`src/sv/tpc_pkg.sv`:
```
// Package for the triggered peak capture block: widths, register indexes,
// reset values and the word types of the sample and result channels.
// Depends on nothing; every other file of the block imports it.
package tpc_pkg;

    localparam int STORE_DEPTH_DEF = 128;

    localparam int SAMPLE_W     = 10;
    localparam int TIME_W       = 32;
    localparam int MS_W         = 16;
    localparam int TARGET_W     = 8;
    localparam int CFG_INDEX_W  = 4;
    localparam int CFG_DATA_W   = 16;

    localparam logic [CFG_INDEX_W-1:0] REG_TRIGGER_THRESHOLD = 4'd0;
    localparam logic [CFG_INDEX_W-1:0] REG_PEAK_WINDOW_MS    = 4'd1;
    localparam logic [CFG_INDEX_W-1:0] REG_COOLDOWN_MS       = 4'd2;
    localparam logic [CFG_INDEX_W-1:0] REG_TARGET_COUNT      = 4'd3;

    localparam logic [SAMPLE_W-1:0] THRESHOLD_RST = 10'd527;
    localparam logic [MS_W-1:0]     WINDOW_RST    = 16'd50;
    localparam logic [MS_W-1:0]     COOLDOWN_RST  = 16'd3000;
    localparam logic [TARGET_W-1:0] TARGET_RST    = 8'd100;

    localparam logic KIND_LIVE     = 1'b0;
    localparam logic KIND_READBACK = 1'b1;

    typedef struct packed {
        logic [SAMPLE_W-1:0] sample;
        logic [TIME_W-1:0]   now_ms;
    } sample_word_t;

    typedef struct packed {
        logic                kind;
        logic [SAMPLE_W-1:0] peak_value;
        logic                last;
    } result_word_t;

endpackage

```
`src/sv/tpc_out_skid.sv`:
```
// Two-entry output buffer for result words: an output register and a skid
// register, so that the upstream stall is a registered signal.
// Depends on tpc_pkg for the result word type.
module tpc_out_skid
    import tpc_pkg::*;
(
    input  logic         clk,
    input  logic         rst_n,
    input  logic         push,
    input  result_word_t push_word,
    output logic         full,
    output logic         res_valid,
    input  logic         res_stall,
    output result_word_t res_word
);

    logic         main_valid_reg;
    logic         skid_valid_reg;
    result_word_t main_reg;
    result_word_t skid_reg;
    logic         pop;

    assign pop       = main_valid_reg && !res_stall;
    assign full      = skid_valid_reg;
    assign res_valid = main_valid_reg;
    assign res_word  = main_reg;

    always_ff @(posedge clk or negedge rst_n)
    begin
        if (!rst_n)
        begin
            main_valid_reg <= 1'b0;
            skid_valid_reg <= 1'b0;
        end
        else if (skid_valid_reg)
        begin
            // No push can arrive while the skid register is occupied.
            if (pop)
            begin
                main_reg       <= skid_reg;
                skid_valid_reg <= 1'b0;
            end
        end
        else if (push)
        begin
            if (!main_valid_reg || pop)
            begin
                main_reg       <= push_word;
                main_valid_reg <= 1'b1;
            end
            else
            begin
                skid_reg       <= push_word;
                skid_valid_reg <= 1'b1;
            end
        end
        else if (pop)
        begin
            main_valid_reg <= 1'b0;
        end
    end

endmodule

```
`src/sv/triggered_peak_capture.sv`:
```
// Triggered peak capture: an accepted sample word's result word is registered in
// the output buffer. While smp_stall is low, one sample word is taken every cycle;
// the peak store is read one word ahead, so readback also runs at one per cycle.
// Reset (rst_n, asynchronous, active low) restores the register defaults, the
// waiting phase and empty counters; the peak store itself is not cleared.
module triggered_peak_capture
    import tpc_pkg::*;
#(
    parameter int STORE_DEPTH = STORE_DEPTH_DEF
)
(
    input  logic                   clk,
    input  logic                   rst_n,
    input  logic                   smp_valid,
    output logic                   smp_stall,
    input  sample_word_t           smp_word,
    output logic                   res_valid,
    input  logic                   res_stall,
    output result_word_t           res_word,
    input  logic                   cfg_valid,
    output logic                   cfg_ready,
    input  logic [CFG_INDEX_W-1:0] cfg_index,
    input  logic [CFG_DATA_W-1:0]  cfg_data
);

    localparam int CNT_W = $clog2(STORE_DEPTH + 1);
    localparam int AW    = (STORE_DEPTH > 1) ? $clog2(STORE_DEPTH) : 1;
    localparam int CMP_W = (CNT_W > TARGET_W) ? CNT_W : TARGET_W;

    typedef enum logic [2:0] {
        PH_WAIT,
        PH_REC,
        PH_COOL,
        PH_READ,
        PH_DONE
    } phase_t;

    phase_t              phase_reg, phase_next;
    logic [TIME_W-1:0]   start_reg, start_next;
    logic [SAMPLE_W-1:0] peak_reg, peak_next;
    logic [CNT_W-1:0]    count_reg, count_next;
    logic [CNT_W-1:0]    ridx_reg, ridx_next;

    logic [SAMPLE_W-1:0] threshold_reg;
    logic [MS_W-1:0]     window_reg;
    logic [MS_W-1:0]     cooldown_reg;
    logic [TARGET_W-1:0] target_reg;

    logic [SAMPLE_W-1:0] store_mem [STORE_DEPTH];
    logic [SAMPLE_W-1:0] rd_data_reg;
    logic [AW-1:0]       rd_addr;
    logic                mem_we;
    logic [AW-1:0]       mem_wa;
    logic [SAMPLE_W-1:0] mem_wd;

    logic                accept;
    logic                push;
    result_word_t        push_word;
    logic                buf_full;
    logic [CNT_W-1:0]    eff_target;
    logic [TIME_W-1:0]   elapsed;

    assign cfg_ready = 1'b1;
    assign smp_stall = buf_full;
    assign accept    = smp_valid && !buf_full;
    assign elapsed   = smp_word.now_ms - start_reg;

    // A target of zero acts as one, and anything above the store depth is clipped.
    always_comb
    begin
        if (target_reg == '0)
            eff_target = CNT_W'(1);
        else if (CMP_W'(target_reg) > CMP_W'(STORE_DEPTH))
            eff_target = CNT_W'(STORE_DEPTH);
        else
            eff_target = CNT_W'(target_reg);
    end

    always_comb
    begin
        phase_t           ph;
        logic [CNT_W-1:0] sc;
        logic [CNT_W-1:0] ri;
        logic [CNT_W-1:0] ri_inc;

        ph         = phase_reg;
        sc         = count_reg;
        ri         = ridx_reg;
        ri_inc     = ri + CNT_W'(1);
        phase_next = phase_reg;
        start_next = start_reg;
        peak_next  = peak_reg;
        count_next = count_reg;
        ridx_next  = ridx_reg;
        push       = 1'b0;
        push_word  = '0;
        mem_we     = 1'b0;
        mem_wa     = count_reg[AW-1:0];
        mem_wd     = peak_reg;

        if (accept)
        begin
            // The collection check comes before the sample is looked at.
            if ((ph inside {PH_WAIT, PH_REC, PH_COOL}) && sc >= eff_target)
            begin
                sc = eff_target;
                ri = '0;
                ri_inc = CNT_W'(1);
                ph = PH_READ;
            end
            phase_next = ph;
            count_next = sc;
            ridx_next  = ri;

            case (ph)
                PH_WAIT:
                begin
                    if (smp_word.sample >= threshold_reg)
                    begin
                        peak_next  = smp_word.sample;
                        start_next = smp_word.now_ms;
                        phase_next = PH_REC;
                    end
                end
                PH_REC:
                begin
                    if (elapsed < TIME_W'(window_reg))
                    begin
                        if (smp_word.sample > peak_reg)
                            peak_next = smp_word.sample;
                    end
                    else
                    begin
                        mem_we               = (CMP_W'(sc) < CMP_W'(STORE_DEPTH));
                        mem_wa               = sc[AW-1:0];
                        count_next           = sc + CNT_W'(1);
                        start_next           = smp_word.now_ms;
                        phase_next           = PH_COOL;
                        push                 = 1'b1;
                        push_word.kind       = KIND_LIVE;
                        push_word.peak_value = peak_reg;
                        push_word.last       = 1'b0;
                    end
                end
                PH_COOL:
                begin
                    if (elapsed >= TIME_W'(cooldown_reg))
                    begin
                        phase_next = PH_WAIT;
                        peak_next  = '0;
                    end
                end
                PH_READ:
                begin
                    if (ri < sc)
                    begin
                        push                 = 1'b1;
                        push_word.kind       = KIND_READBACK;
                        push_word.peak_value = rd_data_reg;
                        push_word.last       = (ri_inc == sc);
                        ridx_next            = ri_inc;
                        if (ri_inc >= sc)
                            phase_next = PH_DONE;
                    end
                    else
                    begin
                        phase_next = PH_DONE;
                    end
                end
                default:
                begin
                end
            endcase
        end
    end

    // The store is read at the index the next readback word will use.
    assign rd_addr = ridx_next[AW-1:0];

    always_ff @(posedge clk)
    begin
        if (mem_we)
            store_mem[mem_wa] <= mem_wd;
        if (mem_we && mem_wa == rd_addr)
            rd_data_reg <= mem_wd;
        else
            rd_data_reg <= store_mem[rd_addr];
    end

    always_ff @(posedge clk or negedge rst_n)
    begin
        if (!rst_n)
        begin
            phase_reg     <= PH_WAIT;
            start_reg     <= '0;
            peak_reg      <= '0;
            count_reg     <= '0;
            ridx_reg      <= '0;
            threshold_reg <= THRESHOLD_RST;
            window_reg    <= WINDOW_RST;
            cooldown_reg  <= COOLDOWN_RST;
            target_reg    <= TARGET_RST;
        end
        else
        begin
            phase_reg <= phase_next;
            start_reg <= start_next;
            peak_reg  <= peak_next;
            count_reg <= count_next;
            ridx_reg  <= ridx_next;
            if (cfg_valid && cfg_ready)
            begin
                case (cfg_index)
                    REG_TRIGGER_THRESHOLD: threshold_reg <= cfg_data[SAMPLE_W-1:0];
                    REG_PEAK_WINDOW_MS:    window_reg    <= cfg_data[MS_W-1:0];
                    REG_COOLDOWN_MS:       cooldown_reg  <= cfg_data[MS_W-1:0];
                    REG_TARGET_COUNT:      target_reg    <= cfg_data[TARGET_W-1:0];
                    default:
                    begin
                    end
                endcase
            end
        end
    end

    tpc_out_skid u_out_skid (
        .clk       (clk),
        .rst_n     (rst_n),
        .push      (push),
        .push_word (push_word),
        .full      (buf_full),
        .res_valid (res_valid),
        .res_stall (res_stall),
        .res_word  (res_word)
    );

endmodule
```
`config.mk`:
```
export PLATFORM = sky130hd
export DESIGN_NAME = triggered_peak_capture
export DESIGN_NICKNAME = d
export VERILOG_FILES = /design/src/sv/tpc_pkg.sv /design/src/sv/tpc_out_skid.sv /design/src/sv/triggered_peak_capture.sv
export SDC_FILE = /design/constraint.sdc
export NUM_CORES = 2
export LEC_CHECK = 0
export BUFFER_PORTS_ARGS = -buffer_cell sky130_fd_sc_hd__buf_2
export CORE_MARGIN = 10
export CORE_UTILIZATION = 61
export CTS_CLUSTER_DIAMETER = 60
export CTS_CLUSTER_SIZE = 10
export DETAILED_ROUTE_END_ITERATION = 10
export HOLD_SLACK_MARGIN = 0.12
export PLACE_DENSITY = 0.77
export SYNTH_ARGS = -nofsm -noshare
export SYNTH_HDL_FRONTEND = slang
export SYNTH_SLANG_ARGS = --single-unit
```
`constraint.sdc`:
```
create_clock -name clk -period 14.7 [get_ports clk]
set_clock_uncertainty 0.05 [all_clocks]
set_input_delay 1.47 -clock clk [delete_from_list [all_inputs] [get_ports clk]]
set_output_delay 1.47 -clock clk [all_outputs]
set_load 0.01 [all_outputs]
```
### Word-level counts from Yosys, hierarchy flattened

Memories as Yosys holds them, arrays and structs flattened. A register that Yosys moved wholly into a read port is not among the register bits.
Index checks and enable logic that the tools add are counted.

| operators by class | value |
|---|---|
| add/sub/neg operators | 3 |
| magnitude comparators | 9 |
| equality and inequality tests | 16 |
| multiplexer cells | 56 |
| bitwise operators | 2 |
| reduce and logical (&&, ||, !) cells | 26 |

Operators by type and width:

| cell | number |
|---|---|
| 2-to-1 mux 8 bit | 12 |
| 2-to-1 mux 12 bit | 6 |
| 2-to-1 mux 32 bit | 2 |
| one-hot mux 32 bit (2 select lines) | 1 |
| 2-to-1 mux 10 bit | 4 |
| >= comparator 32 x 16 -> 1 bit | 1 |
| less-than comparator 32 x 16 -> 1 bit | 1 |
| subtractor 32 bit | 1 |
| one-hot mux 10 bit (3 select lines) | 1 |
| 2-to-1 mux 7 bit | 4 |
| one-hot mux 12 bit (2 select lines) | 1 |
| 2-to-1 mux 3 bit | 7 |
| adder 8 x 1 -> 8 bit, second input constant | 2 |
| >= comparator 8 bit | 2 |
| 2-to-1 mux 1 bit | 15 |
| != test 2 bit, second input constant | 6 |
| one-hot mux 3 bit (4 select lines) | 1 |
| AND reduction 4 bit | 3 |
| 2-to-1 mux 11 bit | 1 |
| >= comparator 10 bit | 1 |
| > comparator 10 bit | 1 |
| equality test 3 x 2 -> 1 bit, second input constant | 3 |
| equality test 4 x 2 -> 1 bit, second input constant | 2 |
| equality test 8 bit | 1 |
| other kinds (19) | 33 |

| storage, ports and cells | value |
|---|---|
| flip-flop bits (word level) | 137 |
| RAM bits | 1280 |
| input port bits | 67 |
| logic and storage cells | 131 |
| memories | 1 |

Memories:

| name | depth | bits a word | rd ports | clocked after Yosys merged registers in | write ports | RTL line | source |
|---|---|---|---|---|---|---|---|
| store_mem | 128 | 10 | 1 | 1 | 1 | triggered_peak_capture.sv:49 | `logic [SAMPLE_W-1:0] store_mem [STORE_DEPTH];` |

### Logic depth before layout (Yosys ltp)

| depth | value |
|---|---|
| depth after elaboration | 14 |
| gate-level depth with buffers | 25 |
| mapped depth without buffers | 23 |

### Modules after synthesis

A second synthesis with hierarchy kept.

| unflattened totals | value |
|---|---|
| cell total of the unflattened synthesis | 3071 |
| area, all modules | 59304.4 sq um |

By module, submodules not included:

| module | times used | cells an instance | area an instance (sq um) | sequential area each (sq um) |
|---|---|---|---|---|
| triggered_peak_capture | 1 | 3021 | 58290.9 | 41377.2 |
| tpc_out_skid | 1 | 50 | 1013.5 | 770.7 |

### Least setup slack after synthesis

Ideal clock, no wire load.

| timing path | value |
|---|---|
| kind | register to register |
| start point | register target_reg[6] |
| end point | register u_out_skid.main_reg (netlist bit u_out_skid.res_word[0]), enable pin |
| setup time | 0.385 ns |
| arrival time | 5.124 ns |
| required time | 14.265 ns |
| slack | 9.142 ns |
| stages on the path, launching flop included | 24 |
| path buffers | 4 |
| cell sequence | dfstp_2 > nor4_1 > a21oi_1 > nor2_1 > ha_1 > nand2b_1 > a21o_1 > a21oi_1 > o21ai_0 > o211ai_1 > clkbuf_1 > clkbuf_1 > clkbuf_1 > and2_1 > ha_1 > nor2b_1 > o21a_1 > o21ai_0 > a21oi_1 > a211o_1 > a21oi_1 > clkbuf_1 > o21ai_0 > a21oi_1 |

| between the ends | value |
|---|---|
| longest elaborated chain between the ends | 13 |

RTL lines:

| item | RTL line | source |
|---|---|---|
| start, declared | triggered_peak_capture.sv:47 | `logic [TARGET_W-1:0] target_reg;` |
| start signal, assigned | triggered_peak_capture.sv:217 | `REG_TARGET_COUNT: target_reg <= cfg_data[TARGET_W-1:0];` |
| > comparator 8 bit | triggered_peak_capture.sv:73 | `else if (CMP_W'(target_reg) > CMP_W'(STORE_DEPTH))` |
| 2-to-1 mux 8 bit | triggered_peak_capture.sv:73 |  |
| 2-to-1 mux 8 bit (*) | triggered_peak_capture.sv:71 | `if (target_reg == '0)` |
| >= comparator 8 bit | triggered_peak_capture.sv:104 | `if ((ph inside {PH_WAIT, PH_REC, PH_COOL}) && sc >= eff_target)` |
| logical AND 1 bit | triggered_peak_capture.sv:104 |  |
| 2-to-1 mux 8 bit | triggered_peak_capture.sv:104 |  |
| 2-to-1 mux 8 bit | triggered_peak_capture.sv:101 | `if (accept)` |
| less-than comparator 8 bit | triggered_peak_capture.sv:155 | `if (ri < sc)` |
| 2-to-1 mux 1 bit | triggered_peak_capture.sv:155 |  |
| one-hot mux 1 bit (2 select lines) (*) | triggered_peak_capture.sv:115 | `case (ph)` |
| 2-to-1 mux 1 bit (*) | triggered_peak_capture.sv:101 |  |
| nonzero test 2 bit (no source line) (*) | -- |  |
| AND reduction 4 bit (no source line) (*) | -- |  |
| end signal, assigned | tpc_out_skid.sv:40 | `main_reg <= skid_reg;` |
| end signal, assigned | tpc_out_skid.sv:48 | `main_reg <= push_word;` |
| end, declared | tpc_out_skid.sv:19 | `result_word_t main_reg;` |

Mark *: on every way between the ends. The rest lies on a longest branch, timed or not. The select of a mux whose other input is x is not followed.
A chain may end at the register's enable or synchronous reset.

### Final worst setup path

| timing path | value |
|---|---|
| start point | input port smp_word[0] (netlist bit) |
| end point | memory store_mem[41][8], enable pin |

| between the ends | value |
|---|---|
| longest elaborated chain between the ends | 7 |

RTL lines:

| item | RTL line | source |
|---|---|---|
| start, declared | triggered_peak_capture.sv:16 | `input sample_word_t smp_word,` |
| subtractor 32 bit (*) | triggered_peak_capture.sv:66 | `assign elapsed = smp_word.now_ms - start_reg;` |
| less-than comparator 32 x 16 -> 1 bit (*) | triggered_peak_capture.sv:127 | `if (elapsed < TIME_W'(window_reg))` |
| 2-to-1 mux 1 bit | triggered_peak_capture.sv:127 |  |
| 2-to-1 mux 1 bit | triggered_peak_capture.sv:115 |  |
| 2-to-1 mux 1 bit | triggered_peak_capture.sv:101 |  |
| 2-to-1 mux 1 bit | triggered_peak_capture.sv:182 | `if (mem_we)` |
| 2-to-1 mux 1 bit (implied by the code) | triggered_peak_capture.sv:183 | `store_mem[mem_wa] <= mem_wd;` |
| end, declared | triggered_peak_capture.sv:49 |  |

Mark *: on every way between the ends. The rest lies on a longest branch, timed or not.

==> results.toml <==
[yosys]
yosys_most_used_dff = "edfxtp_1"
netlist_instances = 3088
ys_ff_latch = 1424
seq_area_frac_synth = 0.712
synth.area.top_cells = "edfxtp_1, mux4_2, dfrtp_1, ha_1, mux2_2"
yosysTopAreaCell = "edfxtp_1"
syn_area_per_cell_um2 = 19.2
synth_edf_count = 1304
synth_top_area_share = 0.661
ys_warn_count = 0
ys_types = 68
netlist_area_mm2 = 0.0592
syn-num-nets = 3264
async_reset_ff_frac = 0.0794

[min_path]
min_path_type = "flop to flop"
hold_depth = 1

[place]
portBuffers = 80
gp_congestion = 0.923
hpwlAfterDp_mm = 96.0

[critical_path]
crit_end = "store_mem[41][8]$_DFFE_PP_"
r2r_start = "count_reg[0]$_DFFE_PN0P_"
worstSetupStartpoint = "smp_word[0]"
ff2ff_setup_slack_ns = 8.76
worst_r2r_endpoint = "u_out_skid.res_word[11]$_DFFE_PP_"
cp.required_ns = 15.04
ff2ff_path_depth = 20
endpoint_kind = "flop"
cp.arrival_ns = 6.38
cp-start-kind = "input pin"
cp_max_fo = 33
critPathKind = "input pin to flop"

[clock_tree]
clockBufferDepth = 3
cts_setup_buffers = 0
cts_resized = 0
clock_latency_ns = 0.76
clkTransAtPathRegs_ns = 0.05
htreeDepth = 4
cts_root_buf = "clkbuf_16"
cts_hold_buf = 0
cts_tree = "built"
cts_made_buffers = 162
clock-sinks = 1424

[sta]
slew_violations = 0
worst_pin_slew_ns = 1.28
rsz0062_at_grt = "no"
fin_crit_sh = 0.411
fin_crit_ns = 6.04
setup_viol = 0
tns_ns = 0
hold_violations = 0
relSlewSlack = 0.149
max_clock_freq_ghz = 0.166

[route]
drcViolationCount = 0
viasPerCell = 7.02
vias = 31926
totalWireLength_mm = 156
drt_iter0_markers = 4532
drtAntennaViolNets = 0
wl_per_cell_um = 34.4
dr.pass1.iters = 6

[floorplanning]
rows = 114
die_h_um = 332
die-area_mm2 = 0.110
core_area_mm2 = 0.0966
die_w_um = 332
floorplan.initialDensity = 0.613
ios = 82

[finish]
drive_gt1_frac = 0.252
final_common_cell = "edfxtp_1"
nFillCells = 5774
final_util = 0.678
largest_reg_flops = 1280
mostFrequentLayoutCells = "edfxtp_1, mux4_2, nor2_1, clkbuf_16, nand2_1"
area_growth_pct = 10.6
nets = 3391

[global_route]
grt_pass1_vias = 31767
use_met1 = 0.382
overflow = 0
grt_max_degree = 132
use_met2 = 0.453
antenna_found_initial = 4
grt_pass1_wl_mm = 228
grtUsageTotal = 0.284
busiest_layer = "met2"
grt_util_met3 = 0.0646

[job]
cap_violations = 0

[power_and_ir_drop]
vdd_ir_drop_max_mv = 0.162
p_leak_nw = 20.9
power_density_mw_per_mm2 = 181

[status]
status = "complete, no violations"
[layer usage]
metal  up-vias  wire length (µm)
met5         -                23
met4         4              6060
met1     16399             56200
met3       324             17800
met2      2492             76200
li1      12707                 -
[how the worst min path moves through the flow]
stage,startpoint,to,slack [ns]
finish,start_reg[6]$_DFFE_PN0P_,start_reg[6]$_DFFE_PN0P_,0.45
global placement,start_reg[6]$_DFFE_PN0P_,start_reg[6]$_DFFE_PN0P_,0.42
CTS,start_reg[6]$_DFFE_PN0P_,start_reg[6]$_DFFE_PN0P_,0.45
detailed placement,start_reg[6]$_DFFE_PN0P_,start_reg[6]$_DFFE_PN0P_,0.44
floorplan,start_reg[6]$_DFFE_PN0P_,start_reg[6]$_DFFE_PN0P_,0.41
global route,start_reg[6]$_DFFE_PN0P_,start_reg[6]$_DFFE_PN0P_,0.48
[worst max-delay path, cell delays in order]
cell	delay (ns)
buf_2	0.09
inv_1	0.04
ha_1	0.20
inv_1	0.07
fa_1	0.24
a211oi_1	0.11
o21a_1	0.20
o21ai_0	0.42
nand3_1	0.16
o21ai_0	0.22
xor2_1	0.28
ha_1	0.22
a21o_1	0.14
a21o_1	0.13
a21oi_1	0.08
o21ai_0	0.08
a211oi_1	0.10
a31oi_4	0.74
nand3_1	0.16
buf_4	0.34
nor2_1	0.81
[power breakdown]
group / switching, W / total, W / internal (W)
clock: 0.00157 / 0.00360 / 0.00203
combinational: 0.00168 / 0.00276 / 0.00108
sequential: 0.000418 / 0.00552 / 0.00510
total: 0.00367 / 0.0119 / 0.00821
[cells by family (layout without fill, tap and decap cells)]
logic type | after synthesis | after routing | synth area share
DFF | 1424 | 1424 | 0.712
muxes | 504 | 504 | 0.175
and+or+nand+nor | 476 | 476 | 0.0364
AOI/OAI and AO/OA | 285 | 285 | 0.0305
buffers and inverters | 260 | 443 | 0.0185
adders and majority gates | 109 | 109 | 0.0232
xor gates and xnor gates | 29 | 29 | 0.00429
other | 1 | 2 | 0.0000633
[cell usage after synthesis, types with 29 or more instances]
library cell	count
edfxtp_1	1304
mux4_2	420
nor2_1	187
nand2_1	131
ha_1	108
inv_1	104
dfrtp_1	95
o21ai_0	89
clkbuf_1	88
a21oi_1	68
mux2_2	68
buf_2	41
nand3_1	29
[per-stage QoR]
stage                     setup slack (ns)  cells  hold slack [ns]  total power, W  instance area [µm²]
after global placement                8.18   4327            0.423         0.00826                60900
after CTS                             8.73   4547            0.447          0.0119                65500
final                                 8.66   4548            0.446          0.0119                65500
after detailed placement              7.96   4327            0.436         0.00831                60900
after global routing                  8.26   4547            0.475          0.0123                65500
after floorplan                       9.14   3088            0.408         0.00724                59200
[layout make-up]
class | count | area [µm²] | area share
Inverter | 105 | 394 | 0.00602
Timing Repair Buffer | 118 | 713 | 0.0109
Antenna cell | 1 | 2.50 | 0.0000382
Clock inverter | 19 | 347 | 0.00529
Sequential cell | 1424 | 42200 | 0.645
Clock buffer | 201 | 4240 | 0.0648
Tap cell | 1276 | 1600 | 0.0244
Multi-Input combinational cell | 1404 | 16000 | 0.244
Power figures use the tool's default switching activity.
